**src/design/ahics_pkg.sv**
```systemverilog
package ahics_pkg;

  localparam int unsigned TICK_COUNT_WIDTH = 16;

  localparam int unsigned VOLT_W = 10;
  localparam int unsigned MACH_W = 9;
  localparam int unsigned TLIM_W = 16;
  localparam int unsigned SEC_W  = 9;
  localparam int unsigned PROD_W = TICK_COUNT_WIDTH + TLIM_W;

  localparam int unsigned IN_TDATA_W  = 40;
  localparam int unsigned OUT_TDATA_W = 24;
  localparam int unsigned CFG_DATA_W  = 16;
  localparam int unsigned CFG_IDX_W   = 2;

  localparam logic [SEC_W-1:0]  SEC_WRAP  = SEC_W'(480);
  localparam logic [SEC_W-1:0]  SEC_MAX   = SEC_W'(481);
  localparam logic [PROD_W-1:0] TICK_BASE = PROD_W'(1000);

  // register indexes on the config port
  localparam logic [CFG_IDX_W-1:0] REG_VOLTAGE_THRESHOLD = 2'd0;
  localparam logic [CFG_IDX_W-1:0] REG_MACH_LIMIT        = 2'd1;
  localparam logic [CFG_IDX_W-1:0] REG_TICK_LIMIT        = 2'd2;

  localparam logic [VOLT_W-1:0] VTH_RESET  = VOLT_W'(180);
  localparam logic [MACH_W-1:0] MACH_RESET = MACH_W'(125);
  localparam logic [TLIM_W-1:0] TLIM_RESET = TLIM_W'(10);

  // selector positions
  localparam logic [1:0] SEL_OFF    = 2'd0;
  localparam logic [1:0] SEL_LONG   = 2'd1;
  localparam logic [1:0] SEL_FIRST  = 2'd2;
  localparam logic [1:0] SEL_SECOND = 2'd3;

  // result tdata bit positions
  localparam int unsigned OUT_ENABLE_BIT  = 0;
  localparam int unsigned OUT_BLOCK_BIT   = 1;
  localparam int unsigned OUT_INHIBIT_BIT = 2;
  localparam int unsigned OUT_ACTIVE_LSB  = 3;
  localparam int unsigned OUT_SEC_A_BIT   = 5;
  localparam int unsigned OUT_SEC_B_BIT   = 6;
  localparam int unsigned OUT_SEC_C_BIT   = 7;
  localparam int unsigned OUT_SEC_D_BIT   = 8;
  localparam int unsigned OUT_ELAPSED_LSB = 9;

  // program slot, also the counter index
  typedef enum logic [1:0] {
    PROG_FIRST  = 2'd0,
    PROG_SECOND = 2'd1,
    PROG_LONG   = 2'd2,
    PROG_NONE   = 2'd3
  } prog_e;

  typedef struct packed {
    logic a;
    logic b;
    logic c;
    logic d;
  } sections_t;

  typedef struct packed {
    logic [VOLT_W-1:0] bus_a_voltage;
    logic [VOLT_W-1:0] bus_b_voltage;
    logic [MACH_W-1:0] mach_number;
    logic              intake_fault;
    logic [1:0]        program_switch;
    logic              anti_ice_switch;
    logic              relay_k27_in;
  } in_item_t;

  function automatic logic in_window(logic [SEC_W-1:0] s, logic [SEC_W-1:0] lo,
                                     logic [SEC_W-1:0] hi);
    return (s >= lo) && (s < hi);
  endfunction

endpackage

```
**src/design/ahics_window_decode.sv**
```systemverilog
module ahics_window_decode (
  input  ahics_pkg::prog_e                 prog_i,
  input  logic [ahics_pkg::SEC_W-1:0]      sec_i,
  output ahics_pkg::sections_t             sections_o
);
  import ahics_pkg::*;

  logic a_short;

  // section a pattern shared by the first and second programs
  assign a_short = in_window(sec_i, 9'd0, 9'd20) || in_window(sec_i, 9'd120, 9'd140) ||
                   in_window(sec_i, 9'd240, 9'd260) || in_window(sec_i, 9'd360, 9'd380);

  always_comb begin
    sections_o = '0;
    case (prog_i)
      PROG_FIRST: begin
        sections_o.a = a_short;
        sections_o.c = in_window(sec_i, 9'd401, 9'd420);
        sections_o.d = in_window(sec_i, 9'd161, 9'd180) ||
                       in_window(sec_i, 9'd441, 9'd460);
      end
      PROG_SECOND: begin
        sections_o.a = a_short;
        sections_o.b = in_window(sec_i, 9'd40, 9'd60) || in_window(sec_i, 9'd280, 9'd300);
        sections_o.c = in_window(sec_i, 9'd160, 9'd180) ||
                       in_window(sec_i, 9'd400, 9'd420);
        sections_o.d = in_window(sec_i, 9'd440, 9'd460);
      end
      PROG_LONG: begin
        sections_o.a = in_window(sec_i, 9'd0, 9'd60) || in_window(sec_i, 9'd240, 9'd300);
        sections_o.b = in_window(sec_i, 9'd120, 9'd180) ||
                       in_window(sec_i, 9'd360, 9'd420);
        sections_o.c = in_window(sec_i, 9'd180, 9'd240) ||
                       in_window(sec_i, 9'd420, SEC_WRAP);
        sections_o.d = in_window(sec_i, 9'd300, 9'd360);
      end
      default: sections_o = '0;
    endcase
  end

endmodule

```
**src/design/anti_ice_heater_cycle_sequencer.sv**
```systemverilog
// Anti-ice heater cycle sequencer.
// Input stream (s_axis_*): one transfer per timer tick with bus voltages, Mach
// number, intake fault, program selector, anti-ice switch and relay contact.
// Output stream (m_axis_*): one transfer per tick with the three relays, the
// running program, four heater section drives and the elapsed seconds.
// Config port (cfg_*): index 0 voltage threshold, 1 Mach limit, 2 tick limit;
// always ready; the user must write it only while the stream is idle (unchecked).
// Result valid rises once the tick has passed the input register and then the
// result register, and the result transfers from there.
// Throughput is one tick per cycle while the receiver is ready: the path between the two registers is one
// tick-count by tick-limit multiply and compare plus the window decode.
// Reset clears both pipeline valid flags, all tick and seconds counters and loads
// the register defaults (180, 125, 10).
// When the receiver stalls the result is held and an empty input register still
// takes one more tick; after that s_axis_tready drops until the result moves.
module anti_ice_heater_cycle_sequencer (
  input  logic                                  clk_i,
  input  logic                                  rst_ni,
  input  logic                                  s_axis_tvalid,
  output logic                                  s_axis_tready,
  // bus_a_voltage[9:0], bus_b_voltage[19:10], mach_number[28:20],
  // intake_fault[29], program_switch[31:30], anti_ice_switch[32],
  // relay_k27_in[33], zero pad[39:34]
  input  logic [ahics_pkg::IN_TDATA_W-1:0]      s_axis_tdata,
  output logic                                  m_axis_tvalid,
  input  logic                                  m_axis_tready,
  // heat_enable[0], block_relay[1], inhibit_relay[2], active_program[4:3],
  // heater_section_a[5], b[6], c[7], d[8], elapsed_seconds[17:9], zero pad[23:18]
  output logic [ahics_pkg::OUT_TDATA_W-1:0]     m_axis_tdata,
  input  logic                                  cfg_valid_i,
  output logic                                  cfg_ready_o,
  input  logic [ahics_pkg::CFG_IDX_W-1:0]       cfg_index_i,
  input  logic [ahics_pkg::CFG_DATA_W-1:0]      cfg_data_i
);
  import ahics_pkg::*;

  logic [VOLT_W-1:0] vth_q;
  logic [MACH_W-1:0] mach_lim_q;
  logic [TLIM_W-1:0] tick_lim_q;

  logic     in_valid_q;
  in_item_t in_q;
  logic     out_valid_q;
  logic [OUT_TDATA_W-1:0] out_q, out_d;

  logic [TICK_COUNT_WIDTH-1:0] tick_q [3];
  logic [SEC_W-1:0]            sec_q  [3];

  logic advance, step;
  logic a_ok, enable, block, inhibit, run;
  prog_e prog;
  logic [TICK_COUNT_WIDTH-1:0] tick_cur, tick_inc, tick_new;
  logic [SEC_W-1:0] sec_cur, sec_new, sec_store;
  logic [PROD_W-1:0] prod;
  logic sec_tick, wrap;
  sections_t sections, sections_run;

  assign advance       = !out_valid_q || m_axis_tready;
  assign step          = in_valid_q && advance;
  assign s_axis_tready = !in_valid_q || advance;
  assign cfg_ready_o   = 1'b1;

  // config registers
  always_ff @(posedge clk_i or negedge rst_ni) begin
    if (!rst_ni) begin
      vth_q      <= VTH_RESET;
      mach_lim_q <= MACH_RESET;
      tick_lim_q <= TLIM_RESET;
    end else if (cfg_valid_i) begin
      case (cfg_index_i)
        REG_VOLTAGE_THRESHOLD: vth_q      <= cfg_data_i[VOLT_W-1:0];
        REG_MACH_LIMIT:        mach_lim_q <= cfg_data_i[MACH_W-1:0];
        REG_TICK_LIMIT:        tick_lim_q <= cfg_data_i[TLIM_W-1:0];
        default: ;
      endcase
    end
  end

  always_ff @(posedge clk_i or negedge rst_ni) begin
    if (!rst_ni) begin
      in_valid_q <= 1'b0;
    end else if (s_axis_tready) begin
      in_valid_q <= s_axis_tvalid;
    end
  end

  always_ff @(posedge clk_i) begin
    if (s_axis_tvalid && s_axis_tready) begin
      in_q.bus_a_voltage   <= s_axis_tdata[9:0];
      in_q.bus_b_voltage   <= s_axis_tdata[19:10];
      in_q.mach_number     <= s_axis_tdata[28:20];
      in_q.intake_fault    <= s_axis_tdata[29];
      in_q.program_switch  <= s_axis_tdata[31:30];
      in_q.anti_ice_switch <= s_axis_tdata[32];
      in_q.relay_k27_in    <= s_axis_tdata[33];
    end
  end

  // relay logic
  assign a_ok    = in_q.bus_a_voltage >= vth_q;
  assign enable  = a_ok && (in_q.mach_number <= mach_lim_q);
  assign block   = a_ok && in_q.anti_ice_switch;
  assign inhibit = (in_q.bus_b_voltage >= vth_q) && !block && in_q.relay_k27_in;
  assign run     = !inhibit && enable && !in_q.intake_fault &&
                   (in_q.program_switch != SEL_OFF);

  always_comb begin
    case (in_q.program_switch)
      SEL_FIRST:  prog = PROG_FIRST;
      SEL_SECOND: prog = PROG_SECOND;
      SEL_LONG:   prog = PROG_LONG;
      default:    prog = PROG_NONE;
    endcase
    if (!run) begin
      prog = PROG_NONE;
    end
  end

  always_comb begin
    case (prog)
      PROG_FIRST, PROG_SECOND, PROG_LONG: begin
        tick_cur = tick_q[prog];
        sec_cur  = sec_q[prog];
      end
      default: begin
        tick_cur = '0;
        sec_cur  = '0;
      end
    endcase
  end

  // prescaler: a second elapses once ticks times tick limit passes the base
  assign tick_inc  = tick_cur + TICK_COUNT_WIDTH'(1);
  assign prod      = PROD_W'(tick_inc) * PROD_W'(tick_lim_q);
  assign sec_tick  = prod > TICK_BASE;
  assign sec_new   = sec_tick ? sec_cur + SEC_W'(1) : sec_cur;
  assign wrap      = sec_new > SEC_WRAP;
  assign tick_new  = (sec_tick || wrap) ? '0 : tick_inc;
  assign sec_store = wrap ? '0 : sec_new;

  always_ff @(posedge clk_i or negedge rst_ni) begin
    if (!rst_ni) begin
      for (int i = 0; i < 3; i++) begin
        tick_q[i] <= '0;
        sec_q[i]  <= '0;
      end
    end else if (step) begin
      // counters of programs that are not running are cleared every tick
      for (int i = 0; i < 3; i++) begin
        if (prog == prog_e'(i)) begin
          tick_q[i] <= tick_new;
          sec_q[i]  <= sec_store;
        end else begin
          tick_q[i] <= '0;
          sec_q[i]  <= '0;
        end
      end
    end
  end

  ahics_window_decode u_decode (
    .prog_i     (prog),
    .sec_i      (sec_new),
    .sections_o (sections)
  );

  assign sections_run = run ? sections : '0;

  always_comb begin
    out_d = '0;
    out_d[OUT_ENABLE_BIT]  = enable;
    out_d[OUT_BLOCK_BIT]   = block;
    out_d[OUT_INHIBIT_BIT] = inhibit;
    out_d[OUT_ACTIVE_LSB +: 2] = run ? in_q.program_switch : SEL_OFF;
    out_d[OUT_SEC_A_BIT]   = sections_run.a;
    out_d[OUT_SEC_B_BIT]   = sections_run.b;
    out_d[OUT_SEC_C_BIT]   = sections_run.c;
    out_d[OUT_SEC_D_BIT]   = sections_run.d;
    out_d[OUT_ELAPSED_LSB +: SEC_W] = run ? sec_new : '0;
  end

  always_ff @(posedge clk_i or negedge rst_ni) begin
    if (!rst_ni) begin
      out_valid_q <= 1'b0;
    end else if (advance) begin
      out_valid_q <= in_valid_q;
    end
  end

  always_ff @(posedge clk_i) begin
    if (step) begin
      out_q <= out_d;
    end
  end

  assign m_axis_tvalid = out_valid_q;
  assign m_axis_tdata  = out_q;

endmodule

```
**config.mk**
```make
export PLATFORM = sky130hd
export DESIGN_NAME = anti_ice_heater_cycle_sequencer
export DESIGN_NICKNAME = d
export VERILOG_FILES = /design/src/design/ahics_pkg.sv /design/src/design/ahics_window_decode.sv /design/src/design/anti_ice_heater_cycle_sequencer.sv
export SDC_FILE = /design/constraint.sdc
export NUM_CORES = 1
export LEC_CHECK = 0
export ABC_AREA = 1
export BUFFER_PORTS_ARGS = -buffer_cell sky130_fd_sc_hd__buf_2
export CAP_MARGIN = 20
export CORE_UTILIZATION = 45
export CTS_BUF_LIST = sky130_fd_sc_hd__clkbuf_8
export CTS_CLUSTER_DIAMETER = 80
export CTS_CLUSTER_SIZE = 24
export DETAILED_ROUTE_END_ITERATION = 12
export GPL_ROUTABILITY_DRIVEN = 0
export PLACE_DENSITY = 0.61
export SYNTH_ARGS = -nofsm -noshare
export SYNTH_HDL_FRONTEND = slang
export SYNTH_SLANG_ARGS = --single-unit
```
**constraint.sdc**
```tcl
create_clock -name clk_i -period 10.3 [get_ports clk_i]
set_clock_uncertainty 0.2 [all_clocks]
set_input_delay 0.515 -clock clk_i [delete_from_list [all_inputs] [get_ports clk_i]]
set_output_delay 0.515 -clock clk_i [all_outputs]
set_load 0.05 [all_outputs]
```
==> key figures <==
Power and ir drop
  – Combinational Power Share: 29.4%
  – Seq pwr share: 44.0%
  – Pwr Density: 76.0 nW/um2
  – Worst vdd ir: 0.0815 mV
  – Internal power: 1.14 mW
  – Clock Power Share: 26.6%
  – Net switching power: 659 uW
  – LEAKAGE: 12.0 nW
  – Switching Share: 36.7%

Clocking
  – CTS root buf: clkbuf_8
  – Max H-tree Level: 4
  – Clock sinks: 164
  – Maximum clock insertion buffer count: 2
  – CTS buffer count: 17
  – CTS clk-pin slew, worst paths: 0.09 ns
  – CTS tree: done
  – Worst-Skew Late Latency: 0.50 ns

Critical path
  – Worst EP required: 10.50 ns
  – FF-to-FF path depth: 62
  – RR Startpoint: vth_q[5]
  – RR Endpoint: tick_q[19]
  – CP max stage delay: 0.55 ns
  – Worst path bufs/invs: 19
  – Crit end category: register
  – Setup slack, reg-to-reg: -0.02 ns
  – CP top delay family: simple AND/OR/NAND/NOR gates
  – Crit Path Class: register to register
  – CP Launch Type: register
  – Critical Path Slowest Stage Cell: dfstp_2
  – Crit path max fanout: 8
  – Crit path arrival time: 10.52 ns
  – Cell depth of the worst setup path: 62

Routing
  – WL per Instance: 16.4 um
  – Pre-antenna DRT Iters: 5
  – Via-to-Cell Ratio: 5.14
  – Vias: 16400
  – Final wirelength: 52500 um
  – Initial DRC count: 1011
  – Final antenna-violating net count: 0
  – DRC Markers: 0

Floorplanning
  – Starting Density: 45.9%
  – Row cnt: 72
  – Die width: 201 um
  – Die area: 40400 um2
  – IO Pins: 90
  – Core area: 38800 um2
  – Die height: 201 um

Logic synthesis
  – Average size of a mapped cell: 7.83 um2
  – Post-synthesis sequential area ratio: 24.6%
  – Post-Syn Area: 17800 um2
  – Library cells used by synthesis: 55
  – Register bit total from synthesis: 164
  – Mapped Cells: 2277
  – YS warnings: 0

STA
  – RSZ-0062 raised after global routing: yes
  – Min cycle time layout: 10.32 ns
  – Max_slew headroom: 24.5%
  – # setup viols final: 9
  – Final critical-path share of the clock period: 100%
  – Actual slew at the worst max-slew pin: 1.13 ns
  – Fmax achieved: 96.9 MHz
  – Final Hold Viols: 0
  – Hold slack: 0.0399 ns
  – Worst setup margin: -0.0223 ns
  – Pins Over Slew Limit: 0

Global route
  – Total gr overflow: 0
  – Gr usage total: 25.6%
  – Vias in the first global route: 16000
  – Largest net degree at the start of global routing: 73
  – Initial antenna violation count: 0
  – First-pass GRT wire length: 82100 um

Outcome
  – Status: complete, but fails checks
  – Failing checks: setup timing

Final layout
  – Final Util: 60.8%
  – Synth-to-Final Area Change: 32.5%
  – Nets@finish: 3062
  – Layout cells sized above 1: 31.4%

Min path
  – Worst Hold Depth: 3
  – Min-Delay Path Class: input pin to register
  – Worst Hold End: in_valid_q
  – Hold Crit Start: s_axis_tvalid

Run
  – Max-cap check violation count: 0

Placement
  – DP HPWL: 39200 um
  – # port buffers: 76
tightest hold or removal path: stages:
cell and delay [ns]:
buf_2 0.07, nand2_1 0.05, nand2_1 0.05
per-stage QoR:
stage | cell area [um2] | power (mW) | cells | setup WS [ns] | setup TNS [ns]
CTS | 22100 | 1.75 | 3149 | 0.00135 | 0
global route | 23600 | 1.89 | 3195 | -0.432 | -27.85
finish | 23600 | 1.79 | 3196 | -0.0223 | -0.0625
floorplan | 17900 | 1.06 | 2282 | 0.129 | 0
detailed placement | 20500 | 1.23 | 3045 | -0.501 | -34.05
global placement | 20500 | 1.22 | 3045 | -0.357 | -24.60
state kept, by name, summed over array words and instances, names as in the netlist:
register / flops
m_axis_tdata: 18
tick_lim_q: 16
tick_q: 48
in_valid_q: 1
m_axis_tvalid: 1
in_q: 34
vth_q: 10
mach_lim_q: 9
sec_q: 27
worst max path at each step:
stage | start | endpoint | slack (ns)
2_1_floorplan | mach_lim_q[4] | m_axis_tdata[7] | 0.13
3_3_place_gp | mach_lim_q[4] | sec_q[6] | -0.36
3_5_place_dp | mach_lim_q[2] | sec_q[11] | -0.50
4_1_cts | mach_lim_q[4] | m_axis_tdata[6] | 0.001
5_1_grt | vth_q[2] | tick_q[25] | -0.43
6_report | vth_q[5] | tick_q[19] | -0.02
cell type report:
class / count / area (um2)
timing repair buffer: 431 / 3490
clock inverter: 15 / 154
sequential: 164 / 4380
fill: 3353 / 15200
clock buffer: 17 / 234
multi-input combinational: 1577 / 12900
tap: 518 / 648
inverter: 473 / 1800
antenna: 1 / 2.50
layer usage:
| metal | part of all wire (%) | wire (um) | global-route usage, % |
|---|---|---|---|
| met1 | 42 | 22100 | 34.3 |
| met2 | 50 | 26500 | 42.9 |
| met3 | 5.3 | 2800 | 3.93 |
| met4 | 2.2 | 1130 | 7.44 |
| met5 | 0 | 0 | 0 |
power groups by stage:
stage          logic, mW  clock network [mW]  registers [mW]
2_1_floorplan      0.268                   0           0.791
3_3_place_gp       0.427                   0           0.797
3_5_place_dp       0.434                   0           0.797
4_1_cts            0.474               0.487           0.785
5_1_grt            0.580               0.511           0.795
6_report           0.528               0.477           0.789
cell usage in the layout (no fill, tap or decap), types with 52 or more instances in the layout:
cell type,synthesis,final
buf_2,15,75
fa_1,194,185
nor2_1,218,172
inv_1,456,404
dfrtp_1,100,100
buf_4,9,270
ha_1,141,115
nand2_1,575,470
nand2_2,17,87
edfxtp_1,52,52
inv_2,11,57
o21ai_0,95,73
synth_stat cells (all sizes together):
cell    count  area [um2]
nor4        3        18.8
a31oi       1        6.26
a21oi      72         394
and3        1        6.26
fa        194        3880
or3         1        6.26
clkinv      6        22.5
ha        141        1760
nand4      34         228
nand2     604        2400
buf        28         181
nor3       12        70.1
inv       467        1750
nand3b      8        60.1
dfrtp     100        2500
a21o        2        15.0
a22oi       3        22.5
and2        2        12.5
o21a        2        15.0
dfstp      12         315
edfxtp     52        1560
xor2        6        52.6
o21ai     125         656
o21bai      3        22.5
xnor2      10        95.1
o22ai      30         194
and2b       1        7.51
clkbuf     40         150
or2        10        62.6
conb        2        7.51
nor2      229         916
nand3      73         408
o211ai      3        22.5
timing repair:
action | in CTS | in global routing
gates cloned | 1 | 0
endpoints found under the hold margin | 74 | 0
setup buffers | 37 | 46
pin swaps | 94 | 158
hold buffers | 35 | 0
endpoints found under the setup margin | 79 | 88
gates resized for setup | 155 | 323
logic make-up after synthesis:
group,after synthesis,synth area share [%]
XOR/XNOR,16,0.828
AO/OA/AOI/OAI,241,7.56
AND/OR/NAND/NOR,978,23.5
adder cells (fa/ha/maj),335,31.7
flip-flops,164,24.6
buffers and inverters,541,11.8
other,2,0.0421
No activity file was read; power rests on OpenSTA's default activity.
